**src/sv/lpe_pkg.sv**
```systemverilog
// Package for the Lagrange polynomial evaluator.
// Holds sizes, opcodes, status codes and the command and result structs.
// No dependencies.
package lpe_pkg;

    localparam int MAX_POINTS = 8;
    localparam int FRAC_BITS  = 16;

    localparam int DATA_W = 32;
    localparam int IDX_W  = (MAX_POINTS > 1) ? $clog2(MAX_POINTS) : 1;
    localparam int CNT_W  = $clog2(MAX_POINTS + 1);
    localparam int DIFF_W = DATA_W + 1;
    localparam int NUM_W  = DIFF_W + FRAC_BITS;
    localparam int REM_W  = DIFF_W + 1;
    localparam int STEP_W = $clog2(NUM_W + 1);

    localparam logic [1:0] OP_CLEAR  = 2'd0;
    localparam logic [1:0] OP_LOAD   = 2'd1;
    localparam logic [1:0] OP_EVAL   = 2'd2;
    localparam logic [1:0] OP_UNUSED = 2'd3;

    localparam logic [1:0] ST_OK    = 2'd0;
    localparam logic [1:0] ST_COINC = 2'd1;
    localparam logic [1:0] ST_OVF   = 2'd2;

    typedef struct packed {
        logic        [1:0]        opcode;
        logic signed [DATA_W-1:0] x_value;
        logic signed [DATA_W-1:0] y_value;
    } t_cmd;

    typedef struct packed {
        logic signed [DATA_W-1:0] result_value;
        logic        [1:0]        status;
    } t_result;

endpackage

```
**src/sv/lagrange_poly_eval.sv**
```systemverilog
// Lagrange polynomial evaluator top level.
// Point store, pair check, shared restoring divider, multiplier and accumulator.
// Depends on lpe_pkg.
//
// Usage: drive i_cmd and raise start; the command transfers on a clock edge
// with start high and busy low. Clear and load leave busy low and give no
// result. Loads beyond the store capacity are dropped. An evaluate runs the
// sequencer: a coincidence scan over all point pairs, ending early on a match,
// then for each ordered pair (i, j != i) one quotient on the shared restoring
// divider (NUM_W = 49 steps, one quotient bit per cycle) followed by a
// saturate, a multiply and a rescale. The result is shown on o_result for one
// cycle with o_done high; the receiver cannot stall it and must take it then.
// An empty store answers 0 with status ok without running the sequencer.
// Reset empties the store and returns the sequencer to idle; stored
// coordinates are not cleared.
module lagrange_poly_eval (
    input  logic            i_clk,
    input  logic            i_rst_n,
    input  logic            start,
    input  lpe_pkg::t_cmd   i_cmd,
    output logic            busy,
    output logic            o_done,
    output lpe_pkg::t_result o_result
);

    typedef enum logic [3:0] {
        S_IDLE, S_CK_I, S_CK_IW, S_CK_IL, S_CK_JW, S_CK_JC,
        S_EV_I, S_EV_IW, S_EV_IL, S_EV_J, S_EV_JW, S_EV_JL,
        S_EV_DIV, S_EV_QS, S_EV_MUL, S_EV_SH
    } t_state;

    typedef struct packed {
        logic                            ovf;
        logic signed [lpe_pkg::DATA_W-1:0] val;
    } t_sat;

    function automatic t_sat sat32(input logic signed [63:0] v);
        t_sat s;
        s.ovf = 1'b0;
        s.val = v[lpe_pkg::DATA_W-1:0];
        if (v > 64'sd2147483647) begin
            s.ovf = 1'b1;
            s.val = 32'sh7fffffff;
        end else if (v < -64'sd2147483648) begin
            s.ovf = 1'b1;
            s.val = 32'sh80000000;
        end
        return s;
    endfunction

    logic signed [lpe_pkg::DATA_W-1:0] mem_x [lpe_pkg::MAX_POINTS];
    logic signed [lpe_pkg::DATA_W-1:0] mem_y [lpe_pkg::MAX_POINTS];

    t_state                              r_state;
    logic [lpe_pkg::CNT_W-1:0]           r_count;
    logic [lpe_pkg::CNT_W-1:0]           r_i;
    logic [lpe_pkg::CNT_W-1:0]           r_j;
    logic [lpe_pkg::IDX_W-1:0]           r_addr;
    logic signed [lpe_pkg::DATA_W-1:0]   r_rd_x;
    logic signed [lpe_pkg::DATA_W-1:0]   r_rd_y;
    logic signed [lpe_pkg::DATA_W-1:0]   r_x;
    logic signed [lpe_pkg::DATA_W-1:0]   r_xi;
    logic signed [lpe_pkg::DATA_W-1:0]   r_term;
    logic signed [lpe_pkg::DATA_W-1:0]   r_q;
    logic signed [lpe_pkg::DATA_W-1:0]   r_sum;
    logic signed [63:0]                  r_prod;
    logic [lpe_pkg::NUM_W-1:0]           r_quo;
    logic [lpe_pkg::REM_W-1:0]           r_rem;
    logic [lpe_pkg::DIFF_W-1:0]          r_den;
    logic [lpe_pkg::STEP_W-1:0]          r_step;
    logic                                r_qneg;
    logic                                r_ovf;

    logic                                wr_en;
    logic signed [lpe_pkg::DIFF_W-1:0]   dx;
    logic signed [lpe_pkg::DIFF_W-1:0]   dd;
    logic [lpe_pkg::DIFF_W-1:0]          dx_mag;
    logic [lpe_pkg::DIFF_W-1:0]          dd_mag;
    logic [lpe_pkg::REM_W-1:0]           rem_sh;
    logic [lpe_pkg::REM_W:0]             rem_sub;
    logic signed [lpe_pkg::NUM_W:0]      q_signed;
    logic signed [63:0]                  prod_bias;
    logic signed [63:0]                  sum_wide;
    t_sat                                q_sat;
    t_sat                                term_sat;
    t_sat                                s_sat;

    assign busy  = (r_state != S_IDLE);
    assign wr_en = start && !busy && (i_cmd.opcode == lpe_pkg::OP_LOAD)
                   && (r_count < lpe_pkg::CNT_W'(lpe_pkg::MAX_POINTS));

    always_comb begin
        dx      = lpe_pkg::DIFF_W'(r_x) - lpe_pkg::DIFF_W'(r_rd_x);
        dd      = lpe_pkg::DIFF_W'(r_xi) - lpe_pkg::DIFF_W'(r_rd_x);
        dx_mag  = dx[lpe_pkg::DIFF_W-1] ? lpe_pkg::DIFF_W'(-dx) : lpe_pkg::DIFF_W'(dx);
        dd_mag  = dd[lpe_pkg::DIFF_W-1] ? lpe_pkg::DIFF_W'(-dd) : lpe_pkg::DIFF_W'(dd);
        rem_sh  = {r_rem[lpe_pkg::REM_W-2:0], r_quo[lpe_pkg::NUM_W-1]};
        rem_sub = {1'b0, rem_sh} - {2'b00, r_den};
        q_signed = r_qneg ? -$signed({1'b0, r_quo}) : $signed({1'b0, r_quo});
        q_sat   = sat32(64'(q_signed));
        prod_bias = r_prod + (r_prod[63] ? 64'((64'sd1 <<< lpe_pkg::FRAC_BITS) - 64'sd1)
                                         : 64'sd0);
        term_sat = sat32(prod_bias >>> lpe_pkg::FRAC_BITS);
        sum_wide = 64'(r_sum) + 64'(r_term);
        s_sat   = sat32(sum_wide);
    end

    always_ff @(posedge i_clk) begin
        if (wr_en) begin
            mem_x[r_count[lpe_pkg::IDX_W-1:0]] <= i_cmd.x_value;
            mem_y[r_count[lpe_pkg::IDX_W-1:0]] <= i_cmd.y_value;
        end
        r_rd_x <= mem_x[r_addr];
        r_rd_y <= mem_y[r_addr];
    end

    always_ff @(posedge i_clk) begin
        if (!i_rst_n) begin
            r_state <= S_IDLE;
            r_count <= '0;
            o_done  <= 1'b0;
        end else begin
            o_done <= 1'b0;
            unique case (r_state)
                S_IDLE: begin
                    if (start) begin
                        case (i_cmd.opcode)
                            lpe_pkg::OP_CLEAR: r_count <= '0;
                            lpe_pkg::OP_LOAD: begin
                                if (wr_en) r_count <= r_count + 1'b1;
                            end
                            lpe_pkg::OP_EVAL: begin
                                r_x   <= i_cmd.x_value;
                                r_i   <= '0;
                                r_sum <= '0;
                                r_ovf <= 1'b0;
                                if (r_count == '0) begin
                                    o_done                <= 1'b1;
                                    o_result.result_value <= '0;
                                    o_result.status       <= lpe_pkg::ST_OK;
                                end else begin
                                    r_state <= S_CK_I;
                                end
                            end
                            default: ;
                        endcase
                    end
                end
                S_CK_I: begin
                    r_addr  <= r_i[lpe_pkg::IDX_W-1:0];
                    r_state <= S_CK_IW;
                end
                S_CK_IW: r_state <= S_CK_IL;
                S_CK_IL: begin
                    r_xi <= r_rd_x;
                    r_j  <= r_i + 1'b1;
                    if (r_i + 1'b1 >= r_count) begin
                        r_i     <= '0;
                        r_state <= S_EV_I;
                    end else begin
                        r_addr  <= lpe_pkg::IDX_W'(r_i + 1'b1);
                        r_state <= S_CK_JW;
                    end
                end
                S_CK_JW: r_state <= S_CK_JC;
                S_CK_JC: begin
                    if (r_rd_x == r_xi) begin
                        o_done                <= 1'b1;
                        o_result.result_value <= '0;
                        o_result.status       <= lpe_pkg::ST_COINC;
                        r_state               <= S_IDLE;
                    end else if (r_j + 1'b1 >= r_count) begin
                        r_i     <= r_i + 1'b1;
                        r_state <= S_CK_I;
                    end else begin
                        r_j     <= r_j + 1'b1;
                        r_addr  <= lpe_pkg::IDX_W'(r_j + 1'b1);
                        r_state <= S_CK_JW;
                    end
                end
                S_EV_I: begin
                    r_addr  <= r_i[lpe_pkg::IDX_W-1:0];
                    r_state <= S_EV_IW;
                end
                S_EV_IW: r_state <= S_EV_IL;
                S_EV_IL: begin
                    r_xi    <= r_rd_x;
                    r_term  <= r_rd_y;
                    r_j     <= '0;
                    r_state <= S_EV_J;
                end
                S_EV_J: begin
                    if (r_j == r_count) begin
                        r_sum <= s_sat.val;
                        r_ovf <= r_ovf | s_sat.ovf;
                        if (r_i + 1'b1 == r_count) begin
                            o_done                <= 1'b1;
                            o_result.result_value <= s_sat.val;
                            o_result.status       <= (r_ovf | s_sat.ovf) ? lpe_pkg::ST_OVF
                                                                         : lpe_pkg::ST_OK;
                            r_state               <= S_IDLE;
                        end else begin
                            r_i     <= r_i + 1'b1;
                            r_state <= S_EV_I;
                        end
                    end else if (r_j == r_i) begin
                        r_j <= r_j + 1'b1;
                    end else begin
                        r_addr  <= r_j[lpe_pkg::IDX_W-1:0];
                        r_state <= S_EV_JW;
                    end
                end
                S_EV_JW: r_state <= S_EV_JL;
                S_EV_JL: begin
                    r_quo   <= {dx_mag, {lpe_pkg::FRAC_BITS{1'b0}}};
                    r_rem   <= '0;
                    r_den   <= dd_mag;
                    r_qneg  <= dx[lpe_pkg::DIFF_W-1] ^ dd[lpe_pkg::DIFF_W-1];
                    r_step  <= '0;
                    r_state <= S_EV_DIV;
                end
                S_EV_DIV: begin
                    r_rem <= rem_sub[lpe_pkg::REM_W] ? rem_sh
                                                     : rem_sub[lpe_pkg::REM_W-1:0];
                    r_quo <= {r_quo[lpe_pkg::NUM_W-2:0], ~rem_sub[lpe_pkg::REM_W]};
                    r_step <= r_step + 1'b1;
                    if (r_step == lpe_pkg::STEP_W'(lpe_pkg::NUM_W - 1)) r_state <= S_EV_QS;
                end
                S_EV_QS: begin
                    r_q     <= q_sat.val;
                    r_ovf   <= r_ovf | q_sat.ovf;
                    r_state <= S_EV_MUL;
                end
                S_EV_MUL: begin
                    r_prod  <= r_term * r_q;
                    r_state <= S_EV_SH;
                end
                S_EV_SH: begin
                    r_term  <= term_sat.val;
                    r_ovf   <= r_ovf | term_sat.ovf;
                    r_j     <= r_j + 1'b1;
                    r_state <= S_EV_J;
                end
                default: r_state <= S_IDLE;
            endcase
        end
    end

    a_count_range: assert property (@(posedge i_clk) disable iff (!i_rst_n)
        r_count <= lpe_pkg::CNT_W'(lpe_pkg::MAX_POINTS))
        else $error("point count above capacity");

    a_coinc_zero: assert property (@(posedge i_clk) disable iff (!i_rst_n)
        o_done && (o_result.status == lpe_pkg::ST_COINC) |-> o_result.result_value == '0)
        else $error("coincident status with nonzero value");

    a_div_steps: assert property (@(posedge i_clk) disable iff (!i_rst_n)
        (r_state == S_EV_DIV) |-> r_step < lpe_pkg::STEP_W'(lpe_pkg::NUM_W))
        else $error("divider step count overrun");

    a_done_cause: assert property (@(posedge i_clk) disable iff (!i_rst_n)
        $rose(o_done) |-> $past(busy) || $past(start))
        else $error("result without a command");

endmodule

```
**config.mk**
```make
export PLATFORM = sky130hd
export DESIGN_NAME = lagrange_poly_eval
export DESIGN_NICKNAME = d
export VERILOG_FILES = /design/src/sv/lpe_pkg.sv /design/src/sv/lagrange_poly_eval.sv
export SDC_FILE = /design/constraint.sdc
export NUM_CORES = 2
export LEC_CHECK = 0
export BUFFER_PORTS_ARGS = -buffer_cell sky130_fd_sc_hd__buf_4
export CAP_MARGIN = 20
export CORE_MARGIN = 1
export CORE_UTILIZATION = 50
export CTS_CLUSTER_SIZE = 14
export DETAILED_ROUTE_END_ITERATION = 6
export PLACE_DENSITY_LB_ADDON = 0.12
export SETUP_SLACK_MARGIN = 0.02
export SKIP_CTS_REPAIR_TIMING = 1
export SYNTH_ARGS = -nofsm -noshare
export SYNTH_HDL_FRONTEND = slang
export SYNTH_SLANG_ARGS = --single-unit
```
**constraint.sdc**
```tcl
create_clock -name i_clk -period 14 [get_ports i_clk]
set_input_delay 0.7 -clock i_clk [delete_from_list [all_inputs] [get_ports i_clk]]
set_output_delay 0.7 -clock i_clk [all_outputs]
set_load 0.01 [all_outputs]
```
# --- Yosys cells after proc, flatten, opt, wreduce, memory -nomap -nowiden ---
# Memory sizes are Yosys's and may differ from the RTL's. A register that Yosys moved wholly into a read port is not among the register bits.
# Cells that the tools add are included.
word_totals:
  n_memories: 2
  inputBits: 69
  mem_bits_rw: 512
  out_inout_bits: 36
  regBits: 401
op_classes:
  mul: 1
  bitwise_logic: 5
  add_sub_neg: 12
  n_mux: 72
  n_lt_le_gt_ge: 9
  n_eq_ne: 41
  reduce_logical: 35
mem_list:
  columns: ["name", "words", "word_bits", "read_ports", "rd_clocked_by_memory_dff", "write_ports", "line_no", "source"]
  rows:
  - ["mem_x", 8, 32, 1, 1, 1, "lagrange_poly_eval.sv:51", "logic signed [lpe_pkg::DATA_W-1:0] mem_x [lpe_pkg::MAX_POINTS];"]
  - ["mem_y", 8, 32, 1, 1, 1, "lagrange_poly_eval.sv:52", "logic signed [lpe_pkg::DATA_W-1:0] mem_y [lpe_pkg::MAX_POINTS];"]
ops:
  columns: ["op", "count"]
  rows:
  - ["33-bit two-way mux", 8]
  - ["34-bit two-way mux", 6]
  - ["32-bit two-way mux", 4]
  - ["32-bit one-hot mux with 2 select lines", 2]
  - ["34-bit one-hot mux with 3 select lines", 1]
  - ["49-bit one-hot mux with 2 select lines", 1]
  - ["4-bit two-way mux", 18]
  - ["33-bit negation", 2]
  - ["33-bit one-hot mux with 2 select lines", 1]
  - ["32-bit by 32-bit subtractor with 33-bit output", 2]
  - ["64-bit by 17-bit adder with 64-bit output", 1]
  - ["32-bit by 32-bit multiplier with 64-bit output", 1]
  - ["4-bit one-hot mux with 15 select lines", 1]
  - ["50-bit by 32-bit greater-than comparator with 1-bit output, second input constant", 1]
  - ["50-bit by 32-bit < comparator with 1-bit output, second input constant", 1]
  - ["50-bit two-way mux", 1]
  - ["49-bit negation with 50-bit output", 1]
  - ["48-bit by 32-bit greater-than comparator with 1-bit output, second input constant", 1]
  - ["48-bit by 32-bit < comparator with 1-bit output, second input constant", 1]
  - ["34-bit by 33-bit subtractor with 35-bit output", 1]
  - ["2-bit inequality test, second input constant", 17]
  - ["32-bit by 32-bit adder with 33-bit output", 1]
  - ["33-bit by 32-bit greater-than comparator with 1-bit output, second input constant", 1]
  - ["33-bit by 32-bit < comparator with 1-bit output, second input constant", 1]
  - ["other kinds (45)", 100]

# --- Depth between registers and ports, before layout ---
logic_depth:
  ltp_word: 9
  ltp_mapped: 32
  depth_no_buf: 30

# --- Worst setup path before layout ---
# Ideal clock, no wire load.
synth_timing:
  path_kind: "register to register"
  start: "register r_term[31] (netlist bit)"
  end: "register r_prod[62] (data pin)"
  arrival_time_ns: 8.258
  path_slack_ns: 5.479
  path_stages_with_launch: 28
  synth_period_minus_slack_ns: 8.521
  path_buffers: 2
  path_cell_list: "edfxtp_1 clkbuf_1 nand2_1 inv_1 fa_1 inv_1 fa_1 inv_1 fa_1 fa_1 inv_1 fa_1 inv_1 fa_1 fa_1 fa_1 ha_1 clkbuf_1 nand2_1 nor3_1 a21boi_0 or3_1 a41oi_1 nand2b_1 a21o_1 a221o_1 a221oi_1 xnor2_1"
synth_between:
  elab_chain_len: 1
synth_rtl:
  columns: ["item", "line_no", "source"]
  rows:
  - ["start, declared", "lagrange_poly_eval.sv:63", "logic signed [lpe_pkg::DATA_W-1:0] r_term;"]
  - ["start signal, assigned", "lagrange_poly_eval.sv:188", "r_term <= r_rd_y;"]
  - ["start signal, assigned", "lagrange_poly_eval.sv:239", "r_term <= term_sat.val;"]
  - ["32-bit by 32-bit multiplier with 64-bit output", "lagrange_poly_eval.sv:235", "r_prod <= r_term * r_q;"]
  - ["end signal, assigned", "lagrange_poly_eval.sv:235", null]
  - ["end, declared", "lagrange_poly_eval.sv:66", "logic signed [63:0] r_prod;"]
# No other way between the ends.
# A chain may end at the register's enable or synchronous reset.

# --- Worst setup path in the final report ---
layout_timing:
  start: "register r_q[5] (netlist bit)"
  end: "register r_prod[63] (data pin)"
layout_between:
  elab_chain_len: 1
layout_rtl:
  columns: ["item", "line_no", "source"]
  rows:
  - ["start, declared", "lagrange_poly_eval.sv:64", "logic signed [lpe_pkg::DATA_W-1:0] r_q;"]
  - ["start signal, assigned", "lagrange_poly_eval.sv:230", "r_q <= q_sat.val;"]
  - ["32-bit by 32-bit multiplier with 64-bit output", "lagrange_poly_eval.sv:235", null]
# No other way between the ends.

==> results.toml <==
[worst_setup_path]
cp_slowest_cell = "fa_1"
r2r-end = "r_prod[63]"
start_kind = "flop"
critPathBufInv = 8
cp-end-kind = "flop"
path_max_fanout = 32
setup.worst_path.start = "r_q[5]"
r2r_cells = 30
r2r_slack_ns = 4.56
crit_family = "adder cells"
cp.required_ns = 14.42
crit_type = "reg -> reg"
path_depth = 30
crit_top_cell = "fa_1"
slowest_delay_ns = 0.93
r2r_start = "r_q[5]"
crit_path_end = "r_prod[63]"
cp.arrival_ns = 9.86

[pwr]
power.switching_w = 0.001243
switching_share = 0.2094
comb_power_share = 0.023
power.density_mw_per_mm2 = 66.43
p_seq_frac = 0.538
ir_drop_v = 0.0001097
pwr-share-clk = 0.440
power.internal_w = 0.004696
leakagePower_nw = 37.36

[die]
die_w_um = 409.5
pin_count = 105
die_y_um = 409.5
rows = 149
start_util = 0.5033
core_area_mm2 = 0.1650
die_area_mm2 = 0.1677

[logic_synthesis]
synthCells = 7358
syn-cell-area_mm2 = 0.08304
synth_area_per_cell_um2 = 11.29
synth.ff_latch_count = 977
ys.flop_type = "edfxtp_1"
synth.net_count = 8858
synth.distinct_cells = 90
yosysWarnings = 0
synth-seq-area-share = 0.3445
synth_edf_count = 904
synthArstFlopShare = 0

[finish]
syn2layout_area_growth_pct = 7.651
final_cell_area_mm2 = 0.08940
final_util = 0.5418
drive_gt1_frac = 0.08966
fin_nets = 8824

[cts]
htree_levels = 3
clock_path_buffers = 3
cts_sinks = 977
cts_tree = "yes"
clk_latency_ns = 0.72
cts_buffers = 94
cts.clk_slew.worst_paths_ns = 0.06
root_buffer = "clkbuf_16"

[timing]
finalCritPeriodShare = 0.6744
maxSlewHeadroom = 0.2728
hold_viol = 0
finalSetupTns_ns = 0
skew_ns = 0.05953
rsz0062_at_grt = "no"
layout_min_cycle_time_ns = 9.442
slew_violations = 0
finalSetupViolCount = 0
worst_pin_slew_ns = 1.091
fmax_ghz = 0.1059

[route]
drt_iter0_drc = 3888
dr.pass1.iters = 6
viasPerCell = 5.580
drtAntennaViolNets = 0
drc = 0
wirelength_mm = 208.5
wl_per_cell_um = 21.73
num_vias = 53550

[job]
maxCapViolations = 0

[run_status]
outcome = "finished clean"

[global_route]
first_global_vias = 56100
grt_max_degree = 74
grt_overflow_total = 0
grt_first_pass_wirelength_mm = 331.2
antenna_found_initial = 16
track_usage = 0.2549

[placement]
dpl-instance-area_mm2 = 0.08615
port_buffers = 104
gp_congestion = 0.8920
hpwlAfterDp_mm = 153.3

[worst_hold_path]
min-delay-path-class = "in -> reg"
synth_stat cells, types with 128 or more instances:
library cell	count	area (µm²)
ha_1	345	4317
and2_1	534	3341
fa_1	1086	21740
xnor2_1	181	1585
o21ai_0	221	1106
mux4_2	128	2883
nor2_1	210	788.3
edfxtp_1	904	27150
nand2_1	717	2691
clkbuf_1	310	1164
xor2_1	138	1209
inv_1	1178	4422
a21oi_1	278	1391
metal layers:
| metal | GRT usage | part of all wire | routed length, µm | up-vias |
|---|---|---|---|---|
| met5 | 0 | 0 | 0 | - |
| met2 | 0.4059 | 0.46 | 96870 | 1407 |
| met4 | 0.06285 | 0.022 | 4688 | 0 |
| met1 | 0.3726 | 0.46 | 94950 | 27720 |
| li1 | - | - | - | 24180 |
| met3 | 0.03087 | 0.057 | 11980 | 242 |
cell type report:
type / count / area (µm²)
inverters: 1181 / 4433
flip-flops and latches: 977 / 28610
well taps: 2189 / 2739
multi-input cells: 4857 / 48800
fillers: 14220 / 75590
repair buffers: 213 / 1637
clock buffers: 138 / 2679
diodes: 1 / 2.502
clock inverters: 40 / 505.5
how the worst min path moves through the flow:
stage / from / to / depth (start not counted)
final: i_cmd[53] / mem_x[0][21] / 1
after detailed placement: r_rd_x[20] / r_xi[20] / 0
after global placement: r_rd_x[20] / r_xi[20] / 0
after CTS: i_cmd[42] / r_x[10] / 1
after floorplan: r_rd_x[10] / r_xi[10] / 0
after global routing: i_cmd[1] / mem_y[7][1] / 1
flip-flops by register name (all words and copies together) (netlist names), 33 cells and up:
register  flops
o_result     34
r_den        33
r_rem        33
r_quo        49
mem_y       256
r_prod       64
mem_x       256
power by group through the flow:
stage	Clock, W	Combinational (W)	Sequential (W)
after floorplan	0	0.0000692	0.00325
after global placement	0	0.000131	0.00326
after detailed placement	0	0.000134	0.00326
after CTS	0.00267	0.000134	0.00319
after global routing	0.00277	0.000147	0.00319
final	0.00261	0.000134	0.00319
worst register-to-register path, delay by kind of cell (launching register included):
family,cells,cell delay (ns)
DFF,1,0.32
AOI/OAI and AO/OA,9,1.96
and+or+nand+nor,3,0.39
xor gates and xnor gates,1,0.08
adders and majority gates,9,4.80
buffers and inverters,8,1.63
cell families (layout without fill, tap and decap cells):
logic type               Yosys count  after routing  share of synthesized area
other                              0              1                          0
buffers and inverters           1524           1572                    0.06955
AND/OR/NAND/NOR                 1911           1911                     0.1157
AO/OA/AOI/OAI                    964            964                    0.07414
multiplexers                     232            232                    0.04873
adder cells (fa/ha/maj)         1431           1431                     0.3138
XOR/XNOR                         319            319                    0.03364
flip-flops                       977            977                     0.3445
cells in the final DEF (no fill, tap or decap), types with 105 or more instances in the layout:
| master | netlist | layout |
|---|---|---|
| xnor2_1 | 181 | 181 |
| o21ai_0 | 221 | 221 |
| nand2_1 | 717 | 717 |
| inv_1 | 1178 | 1178 |
| nor2_1 | 210 | 202 |
| mux4_2 | 128 | 128 |
| xor2_1 | 138 | 138 |
| edfxtp_1 | 904 | 904 |
| buf_4 | 3 | 210 |
| a21oi_1 | 278 | 277 |
| fa_1 | 1086 | 1086 |
| a21o_1 | 106 | 105 |
| ha_1 | 345 | 345 |
| and2_1 | 534 | 534 |
per-stage QoR:
stage	worst slack, ns	power [W]	hold slack [ns]	instances
finish	4.558	0.005939	0.2196	9596
global route	3.902	0.006104	0.2019	9596
CTS	4.084	0.005993	0.1660	9592
detailed placement	4.135	0.003389	0.4143	9414
global placement	4.337	0.003386	0.4130	9414
floorplan	5.479	0.003324	0.4082	7358
Note: power is estimated with default switching activity, not from simulation.
